--- config.mk ---
export PLATFORM = sky130hd
export DESIGN_NAME = sort_and_rank_values_top
export DESIGN_NICKNAME = d
export VERILOG_FILES = /design/src/hw/rtl/sarv_pkg.sv /design/src/hw/rtl/sort_and_rank_values_top.sv /design/src/hw/rtl/sarv_ram.sv /design/src/hw/rtl/sarv_rank.sv /design/src/hw/rtl/sarv_ctrl.sv
export SDC_FILE = /design/constraint.sdc
export NUM_CORES = 2
export LEC_CHECK = 0
export BUFFER_PORTS_ARGS = -buffer_cell sky130_fd_sc_hd__buf_2
export CAP_MARGIN = 20
export CORE_ASPECT_RATIO = 0.5
export CORE_UTILIZATION = 40
export CTS_CLUSTER_SIZE = 12
export DETAILED_ROUTE_END_ITERATION = 8
export GPL_TIMING_DRIVEN = 0
export PLACE_DENSITY_LB_ADDON = 0.08
export SETUP_SLACK_MARGIN = 0.02
export SYNTH_ARGS = -nofsm -noshare
export SYNTH_HDL_FRONTEND = slang
export SYNTH_SLANG_ARGS = --single-unit
--- constraint.sdc ---
create_clock -name clock -period 3 [get_ports clock]
set_clock_uncertainty 0.05 [all_clocks]
set_input_delay 0.6 -clock clock [delete_from_list [all_inputs] [get_ports clock]]
set_output_delay 0.6 -clock clock [all_outputs]
set_load 0.02 [all_outputs]
--- src/hw/rtl/sarv_pkg.sv ---
// ----------------------------------------------------------------------------
// sarv_pkg: shared types and constants for the sort-and-rank block
// Holds the sequencer state type, the control group for the rank unit and
// the fixed width of the rank field.
// ----------------------------------------------------------------------------
package sarv_pkg;

   localparam int RANK_BITS = 6;

   typedef enum logic [2:0] {
      ST_COLLECT,
      ST_FETCH,
      ST_LOAD,
      ST_SWEEP,
      ST_OUT
   } sarv_state_type;

   typedef struct packed {
      logic load;   // capture the value being ranked, clear the count
      logic step;   // compare the read entry and count it if smaller
   } sarv_rank_ctl_type;

endpackage

--- src/hw/rtl/sort_and_rank_values_top.sv ---
// ----------------------------------------------------------------------------
// sort_and_rank_values_top: rank each value of a set by ascending order
// Usage: send values on the req_ channel, one per transaction; the
// transaction with req_last high closes the set. While collecting, each
// transaction is met with req_ready high. After the closing transaction the
// block drops req_ready and returns one rsp_ transaction per stored value,
// in arrival order, with its rank (count of smaller values); rsp_last_out
// marks the final one. Up to DEPTH values are kept; further ones are
// dropped and rsp_overflow is high on every result of that set.
// Each result passes through fetch, load, a sweep of the store through
// the one shared comparator, and present.
// A stalled receiver holds the result in place; the sequencer waits.
// Reset: synchronous; the set is emptied and the block is ready to collect.
// ----------------------------------------------------------------------------
module sort_and_rank_values_top #(
   parameter int DEPTH      = 64,
   parameter int VALUE_BITS = 32
) (
   input  logic                           clock,
   input  logic                           reset,
   // input values
   input  logic                           req_valid,
   output logic                           req_ready,
   input  logic signed [VALUE_BITS-1:0]   req_value,
   input  logic                           req_last,
   // ranked results
   output logic                           rsp_valid,
   input  logic                           rsp_ready,
   output logic signed [VALUE_BITS-1:0]   rsp_value_out,
   output logic [sarv_pkg::RANK_BITS-1:0] rsp_rank,
   output logic                           rsp_overflow,
   output logic                           rsp_last_out
);
   import sarv_pkg::*;

   localparam int AW = $clog2(DEPTH);

   logic                  wr_en;
   logic [AW-1:0]         wr_addr;
   logic [AW-1:0]         rd_addr;
   logic [VALUE_BITS-1:0] rd_data;
   sarv_rank_ctl_type     rank_ctl;

   // Value store: written in arrival order while collecting, read one
   // entry per cycle during each sweep.
   sarv_ram #(
      .WIDTH (VALUE_BITS),
      .DEPTH (DEPTH)
   ) u_store (
      .clock   (clock),
      .wr_en   (wr_en),
      .wr_addr (wr_addr),
      .wr_data (req_value),
      .rd_addr (rd_addr),
      .rd_data (rd_data)
   );

   // Sequencer: owns item count, overflow flag and the fetch/sweep indexes.
   sarv_ctrl #(
      .DEPTH (DEPTH)
   ) u_ctrl (
      .clock        (clock),
      .reset        (reset),
      .req_valid    (req_valid),
      .req_last     (req_last),
      .req_ready    (req_ready),
      .wr_en        (wr_en),
      .wr_addr      (wr_addr),
      .rd_addr      (rd_addr),
      .rank_ctl     (rank_ctl),
      .rsp_valid    (rsp_valid),
      .rsp_ready    (rsp_ready),
      .rsp_overflow (rsp_overflow),
      .rsp_last_out (rsp_last_out)
   );

   // Shared comparator: its registers also hold the result payload steady
   // while the receiver stalls.
   sarv_rank #(
      .VALUE_BITS (VALUE_BITS),
      .DEPTH      (DEPTH)
   ) u_rank (
      .clock     (clock),
      .ctl       (rank_ctl),
      .rd_data   (rd_data),
      .value_out (rsp_value_out),
      .rank      (rsp_rank)
   );

endmodule

--- src/hw/rtl/sarv_ram.sv ---
// ----------------------------------------------------------------------------
// sarv_ram: generic single-port-write, single-port-read RAM
// One write and one read per cycle; read data is registered.
// ----------------------------------------------------------------------------
module sarv_ram #(
   parameter int WIDTH = 32,
   parameter int DEPTH = 64
) (
   input  logic                     clock,
   input  logic                     wr_en,
   input  logic [$clog2(DEPTH)-1:0] wr_addr,
   input  logic [WIDTH-1:0]         wr_data,
   input  logic [$clog2(DEPTH)-1:0] rd_addr,
   output logic [WIDTH-1:0]         rd_data
);

   logic [WIDTH-1:0] mem_ff [DEPTH];
   logic [WIDTH-1:0] rd_data_ff;

   always_ff @(posedge clock) begin
      if (wr_en) begin
         mem_ff[wr_addr] <= wr_data;
      end
      rd_data_ff <= mem_ff[rd_addr];
   end

   assign rd_data = rd_data_ff;

endmodule

--- src/hw/rtl/sarv_rank.sv ---
// ----------------------------------------------------------------------------
// sarv_rank: shared comparator and rank counter
// Holds the value being ranked and counts stored entries below it, one
// entry per cycle as the sequencer sweeps the store.
// ----------------------------------------------------------------------------
module sarv_rank #(
   parameter int VALUE_BITS = 32,
   parameter int DEPTH      = 64
) (
   input  logic                               clock,
   input  sarv_pkg::sarv_rank_ctl_type        ctl,
   input  logic [VALUE_BITS-1:0]              rd_data,
   output logic signed [VALUE_BITS-1:0]       value_out,
   output logic [sarv_pkg::RANK_BITS-1:0]     rank
);
   import sarv_pkg::*;

   localparam int RW = $clog2(DEPTH);

   logic signed [VALUE_BITS-1:0] cur_ff;
   logic signed [VALUE_BITS-1:0] cur_in;
   logic [RW-1:0]                cnt_ff;
   logic [RW-1:0]                cnt_in;
   logic                         is_less;

   assign is_less = $signed(rd_data) < cur_ff;

   always_comb begin
      cur_in = cur_ff;
      cnt_in = cnt_ff;
      if (ctl.load) begin
         cur_in = $signed(rd_data);
         cnt_in = '0;
      end else if (ctl.step && is_less) begin
         cnt_in = RW'(cnt_ff + 1'b1);
      end
   end

   always_ff @(posedge clock) begin
      cur_ff <= cur_in;
      cnt_ff <= cnt_in;
   end

   assign value_out = cur_ff;
   assign rank      = RANK_BITS'(cnt_ff);

endmodule

--- src/hw/rtl/sarv_ctrl.sv ---
// ----------------------------------------------------------------------------
// sarv_ctrl: sequencer for collection and ranking
// Collects values into the store, then for each stored entry fetches it,
// sweeps all entries past the shared comparator and presents the result.
// ----------------------------------------------------------------------------
module sarv_ctrl #(
   parameter int DEPTH = 64
) (
   input  logic                        clock,
   input  logic                        reset,
   input  logic                        req_valid,
   input  logic                        req_last,
   output logic                        req_ready,
   output logic                        wr_en,
   output logic [$clog2(DEPTH)-1:0]    wr_addr,
   output logic [$clog2(DEPTH)-1:0]    rd_addr,
   output sarv_pkg::sarv_rank_ctl_type rank_ctl,
   output logic                        rsp_valid,
   input  logic                        rsp_ready,
   output logic                        rsp_overflow,
   output logic                        rsp_last_out
);
   import sarv_pkg::*;

   localparam int AW = $clog2(DEPTH);
   localparam int CW = $clog2(DEPTH + 1);

   sarv_state_type state_ff, state_in;
   logic [CW-1:0]  count_ff, count_in;
   logic [CW-1:0]  sweep_ff, sweep_in;
   logic [AW-1:0]  idx_ff, idx_in;
   logic           ovf_ff, ovf_in;
   logic           accept;
   logic           has_room;
   logic           last_item;

   assign accept    = req_valid && req_ready;
   assign has_room  = count_ff < CW'(DEPTH);
   assign last_item = (CW'(idx_ff) + CW'(1)) == count_ff;

   // next state
   always_comb begin
      state_in = state_ff;
      unique case (state_ff)
         ST_COLLECT: if (req_valid && req_last) state_in = ST_FETCH;
         ST_FETCH:   state_in = ST_LOAD;
         ST_LOAD:    state_in = ST_SWEEP;
         ST_SWEEP:   if (sweep_ff == count_ff) state_in = ST_OUT;
         ST_OUT: begin
            if (rsp_ready) begin
               state_in = last_item ? ST_COLLECT : ST_FETCH;
            end
         end
         default:    state_in = ST_COLLECT;
      endcase
   end

   // counters
   always_comb begin
      count_in = count_ff;
      sweep_in = sweep_ff;
      idx_in   = idx_ff;
      ovf_in   = ovf_ff;
      unique case (state_ff)
         ST_COLLECT: begin
            if (accept) begin
               if (has_room) begin
                  count_in = CW'(count_ff + 1'b1);
               end else begin
                  ovf_in = 1'b1;
               end
            end
         end
         ST_LOAD:  sweep_in = CW'(1);
         ST_SWEEP: begin
            if (sweep_ff != count_ff) begin
               sweep_in = CW'(sweep_ff + 1'b1);
            end
         end
         ST_OUT: begin
            if (rsp_ready) begin
               if (last_item) begin
                  count_in = '0;
                  ovf_in   = 1'b0;
                  idx_in   = '0;
               end else begin
                  idx_in = AW'(idx_ff + 1'b1);
               end
            end
         end
         default: ;
      endcase
   end

   // outputs
   always_comb begin
      req_ready     = 1'b0;
      rsp_valid     = 1'b0;
      rank_ctl.load = 1'b0;
      rank_ctl.step = 1'b0;
      rd_addr       = '0;
      unique case (state_ff)
         ST_COLLECT: req_ready = 1'b1;
         ST_FETCH:   rd_addr = idx_ff;
         ST_LOAD:    rank_ctl.load = 1'b1;
         ST_SWEEP: begin
            rank_ctl.step = 1'b1;
            rd_addr       = sweep_ff[AW-1:0];
         end
         ST_OUT:     rsp_valid = 1'b1;
         default: ;
      endcase
   end

   assign wr_en        = accept && has_room;
   assign wr_addr      = count_ff[AW-1:0];
   assign rsp_overflow = ovf_ff;
   assign rsp_last_out = last_item;

   always_ff @(posedge clock) begin
      if (reset) begin
         state_ff <= ST_COLLECT;
         count_ff <= '0;
         sweep_ff <= '0;
         idx_ff   <= '0;
         ovf_ff   <= 1'b0;
      end else begin
         state_ff <= state_in;
         count_ff <= count_in;
         sweep_ff <= sweep_in;
         idx_ff   <= idx_in;
         ovf_ff   <= ovf_in;
      end
   end

`ifndef SYNTHESIS
   a_ready_excl: assert property (@(posedge clock) disable iff (reset)
      !(req_ready && rsp_valid))
      else $error("input and result handshakes open together");

   a_count_bound: assert property (@(posedge clock) disable iff (reset)
      count_ff <= CW'(DEPTH))
      else $error("item count beyond store depth");

   a_idx_in_set: assert property (@(posedge clock) disable iff (reset)
      (state_ff != ST_COLLECT) |-> (CW'(idx_ff) < count_ff))
      else $error("ranked entry index outside the set");

   a_run_closes: assert property (@(posedge clock) disable iff (reset)
      (rsp_valid && rsp_ready && rsp_last_out) |=> (req_ready && count_ff == '0 && !ovf_ff))
      else $error("set not cleared after final result");
`endif

endmodule

==> results by group <==
Final layout
  • Final cell area excluding filler cells: 0.1038 mm2
  • Area growth from synthesis to layout: 21.98%
  • Final nets: 6898
  • Layout cell share with drive strength beyond 1: 0.1970
  • Final standard cell utilization of the core: 0.4921
  • Non-filler instance count after layout: 9763

Worst setup path
  • Reg-to-reg setup timing slack: -0.61 ns
  • Worst Setup End Kind: flop
  • CP Launch Type: flop
  • Endpoint of the most critical register-to-register path: u_store.rd_data[6]
  • R2R Path Start: u_ctrl.state_ff[1]
  • Delay of the slowest critical-path stage: 0.73 ns
  • Largest delay contributor family on the critical path: simple AND/OR/NAND/NOR gates
  • Crit-path cells: buf_8, mux2_4, nand2_8, buf_12, buf_16, buf_4, buf_12, a211oi_2, o21ai_4, nand4_1, or4_4, nor4_4
  • Critical path buffers and inverters: 5
  • Setup Crit Path Kind: flop to flop
  • Peak fanout along the critical path: 8
  • Critical Path Slowest Stage Cell: sky130_fd_sc_hd__or4_4
  • Reg2Reg Depth: 12
  • Critical path data required time: 3.65 ns
  • Worst EP arrival: 4.27 ns
  • Worst path most repeated cell: sky130_fd_sc_hd__buf_12

Place
  • Half-perimeter wire length of the detailed placement result: 209400 um
  • Post-place setup slack: -2.676 ns
  • Placed Cells incl. Taps: 9312
  • IO Port Bufs: 78
  • GP Congestion: a little over 0.9
  • Placement Cell Area: 0.09204 mm2

STA
  • Final hold violation count: 0
  • Shortest clock period the worst path allows after layout: 3.614 ns
  • Setup WS post-layout: -0.6142 ns
  • Final period utilization: 1.205
  • RSZ-0062 raised after global routing: yes
  • Tightest Pin Transition: between 1 and 1.5 ns
  • Worst slew slack as a fraction of its limit: 0.2890
  • Fin. max-slew vios: 0
  • Top achievable clock speed: 0.2767 GHz
  • Finish-stage setup viols: ~580

Power and ir drop
  • Portion of total power attributed to sequential cells: 0.558
  • Switching share of total power: 0.2130
  • P per Cell Area: roughly 570 mW/mm2
  • Largest voltage drop on the vdd net: 0.0004407 V
  • Internal power contribution: 46.63 mW
  • Combinational share of power: 0.037
  • Clock network power share: 0.404
  • Final Power: between 50 and 60 mW
  • Reported leakage power: 36.40 nW
  • Sw power: between 10 and 15 mW

Route
  • Number of optimization iterations in the first detailed-route pass: 5
  • Remaining antenna violation count after routing: 0
  • Final wirelength: 305100 um
  • Starting DRT DRC Count: just under 7000
  • Via count: 57120
  • Remaining DRCs: 0
  • Vias per inst: approximately 5.9
  • Detailed-route wire length per cell: 31.25 um

Clock network
  • CTS H-Tree Depth: 4
  • Clock Sink Count: 2142
  • Clk slew on worst S/H paths: around 0.06 ns
  • Clock latency reported for the late side of the worst-skew pair: between 0.8 and 0.9 ns
  • Largest buffer count on any clock path: 4
  • Cell at the root of the clock tree: sky130_fd_sc_hd__clkbuf_16
  • TritonCTS clock tree: yes
  • Clock buffer count from CTS: about 210

Synthesis
  • Synthesized-area fraction occupied by xor and xnor cells: 0.002058
  • Post-synth top flop: sky130_fd_sc_hd__edfxtp_1
  • Post-synth EDFFs: 2080
  • Post-Synthesis Mean Instance Area: 13.56 um2
  • Net count after synthesis: 6349
  • Simple-gate area share of the yosys netlist: 0.1392
  • Multiplexer area fraction after synthesis: 0.001058
  • Distinct cell type count of the synthesized netlist: 57
  • Synthesis Warnings: 0
  • Instance count of the mapped netlist: 6277
  • Adder-Cell Fraction of Synth Area: 0.005145
  • Flip-flop and latch count after synthesis: 2142
  • Dominant cells by area after synthesis: sky130_fd_sc_hd__edfxtp_1 73%, sky130_fd_sc_hd__nand2_1 6.3%, sky130_fd_sc_hd__and3_1 3.3%, sky130_fd_sc_hd__a211oi_1 2.8%, sky130_fd_sc_hd__nand3_1 2.3%
  • Synthesized-area fraction occupied by ao, oa, aoi and oai cells: 0.07748
  • Main combinational cell family by area after synthesis: simple AND/OR/NAND/NOR gates
  • Netlist area before placement: 0.08512 mm2
  • Share of flip-flops with an asynchronous set or reset after synthesis: 0
  • Library cell with the largest summed area after synthesis: sky130_fd_sc_hd__edfxtp_1
  • Fraction of the yosys area taken by sequential cells: 0.7484
  • Top-area cell type share of the netlist area: 0.7338

Global route
  • Aggregate global-route resource usage: 0.2779
  • Total grt overflow: 0
  • Number of global-route vias before repair: 54110
  • Global-route wire length before repair: 419700 um
  • Number of antenna violations at the first check in global routing: 15
  • Pin count of the biggest net entering global routing: 65

Run
  • Count of max-cap constraint violations: 0

Floorplanning
  • Number of I/O pins: 79
  • Row cnt: 119
  • Die outline width: between 600 and 700 um
  • Die Outline Area: 0.2148 mm2
  • Vert. Die Dim: 328.2 um
  • Starting utilization of the core area: 0.4034
  • Floorplan Core Area: about 0.21 mm2

Run status
  • Result of the run: finished with violations
  • Violated checks: negative setup slack

Hold path
  • HP Start: req_value[31]
  • Hold path cells: 1
  • Class of the tightest hold or removal check: input pin to flop
  • Hold endpoint: u_store.mem_ff[39][31]
==> worst register-to-register path, stage by stage, from the launching register on <==
cell	delay, ns
sky130_fd_sc_hd__dfxtp_4	0.37
sky130_fd_sc_hd__buf_8	0.12
sky130_fd_sc_hd__mux2_4	0.39
sky130_fd_sc_hd__nand2_8	0.17
sky130_fd_sc_hd__buf_12	0.13
sky130_fd_sc_hd__buf_16	0.15
sky130_fd_sc_hd__buf_4	0.16
sky130_fd_sc_hd__buf_12	0.11
sky130_fd_sc_hd__a211oi_2	0.09
sky130_fd_sc_hd__o21ai_4	0.25
sky130_fd_sc_hd__nand4_1	0.36
sky130_fd_sc_hd__or4_4	0.74
sky130_fd_sc_hd__nor4_4	0.38
==> how the worst max path moves through the flow <==
stage | from | end | slack (ns) | cells past startpoint
global placement | u_ctrl.idx_ff[4] | u_store.rd_data[22] | -2.91 | 9
finish | u_ctrl.state_ff[1] | u_store.rd_data[6] | -0.61 | 12
global route | u_ctrl.state_ff[1] | u_store.mem_ff[31][7] | -0.56 | 8
floorplan | u_ctrl.state_ff[1] | u_store.mem_ff[14][0] | -0.24 | 6
detailed placement | u_ctrl.state_ff[1] | u_store.rd_data[24] | -2.68 | 11
CTS | u_ctrl.state_ff[0] | u_store.rd_data[13] | -0.54 | 13
==> power by group through the flow <==
| stage | combinational [mW] | sequential (mW) | clock, mW |
|---|---|---|---|
| floorplan | 0.546 | 33.7 | 0 |
| global placement | 1.71 | 33.8 | 0 |
| detailed placement | 1.94 | 33.7 | 0 |
| CTS | 2.16 | 33.1 | 24.3 |
| global route | 2.31 | 33.1 | 25.4 |
| finish | 2.21 | 33.1 | 24.0 |
==> per-stage QoR <==
| step | hold WS (ns) | TNS, ns |
|---|---|---|
| floorplan | 0.3495 | -286.19 |
| CTS | 0.03695 | -440.40 |
| global placement | 0.3672 | -2412.64 |
| global route | 0.05796 | -152.86 |
| finish | 0.09868 | -125.12 |
| detailed placement | 0.3692 | -885.66 |
==> layer usage <==
layer / up-vias / track usage / share of wire
li1: 24710 / - / -
met1: 29540 / 0.4060 / 0.44
met2: 2451 / 0.4246 / 0.45
met3: 413 / 0.04886 / 0.084
met4: 0 / 0.08520 / 0.033
met5: - / 0 / 0
==> sequential cells by signal, summed over array words and instances, names as in the netlist <==
signal / count
u_ctrl.rsp_overflow: 1
u_ctrl.state_ff: 3
u_store.mem_ff: 2048
u_store.rd_data: 32
u_ctrl.idx_ff: 6
u_ctrl.count_ff: 7
u_rank.value_out: 32
u_ctrl.sweep_ff: 7
u_rank.rank: 6
==> final cells by class <==
type                       count  area, um2
clock inverter                 9      65.06
inverter                      37      138.9
tap                         2843       3557
clock buffer                 284       5659
buffer                       446       3905
multi-input combinational   3648      21700
timing repair buffer         342       5056
antenna                       12      30.03
fill                       18110     107200
sequential                  2142      63710
==> cell families (layout without fill, tap and decap cells) <==
logic type	count (synthesis)	count (layout)
adders and majority gates	35	35
xor gates and xnor gates	20	20
DFF	2142	2142
buffers and inverters	487	1118
other	0	12
AOI/OAI and AO/OA	1018	1018
muxes	8	8
and+or+nand+nor	2567	2567
==> synth_stat cells (all sizes together) (34+ instances only) <==
cell	n
a22o	34
dfxtp	62
nand2	1437
a21oi	241
nor4	43
or4	64
and3	444
o22ai	63
o21ai	141
nand4	46
clkbuf	203
a211oi	314
a31oi	129
ha	35
nor2	92
a31o	62
nand3	388
inv	37
edfxtp	2080
buf	247
==> what timing repair did <==
action                                  4_1_cts  5_1_grt
pin swaps                                   156       87
hold buffers                                  7        0
gates resized for setup                     849      309
cloned                                        6        8
endpoints found under the setup margin     2067     2074
endpoints found under the hold margin        23        0
setup buffers                                62       69
==> placed cells by master (no fill, tap or decap), types with 34 or more instances in the layout <==
cell type | Yosys | layout
sky130_fd_sc_hd__o21ai_0 | 120 | 56
sky130_fd_sc_hd__dfxtp_1 | 62 | 57
sky130_fd_sc_hd__or4_4 | 0 | 58
sky130_fd_sc_hd__buf_16 | 0 | 58
sky130_fd_sc_hd__a31o_2 | 41 | 41
sky130_fd_sc_hd__a21oi_1 | 241 | 236
sky130_fd_sc_hd__buf_12 | 0 | 139
sky130_fd_sc_hd__clkbuf_4 | 0 | 55
sky130_fd_sc_hd__ha_1 | 35 | 34
sky130_fd_sc_hd__and3_1 | 444 | 440
sky130_fd_sc_hd__buf_2 | 191 | 121
sky130_fd_sc_hd__o21ai_2 | 0 | 54
sky130_fd_sc_hd__buf_6 | 8 | 62
sky130_fd_sc_hd__inv_1 | 37 | 37
sky130_fd_sc_hd__buf_4 | 28 | 181
sky130_fd_sc_hd__a31oi_1 | 129 | 86
sky130_fd_sc_hd__nand3_1 | 388 | 386
sky130_fd_sc_hd__clkbuf_16 | 0 | 224
sky130_fd_sc_hd__nor2_4 | 0 | 65
sky130_fd_sc_hd__a211oi_1 | 314 | 289
sky130_fd_sc_hd__nand2_1 | 1436 | 1426
sky130_fd_sc_hd__edfxtp_1 | 2080 | 2080
sky130_fd_sc_hd__nand4_1 | 46 | 46
sky130_fd_sc_hd__clkbuf_2 | 28 | 54
sky130_fd_sc_hd__clkbuf_1 | 175 | 114
No activity file was read; power rests on OpenSTA's default activity.
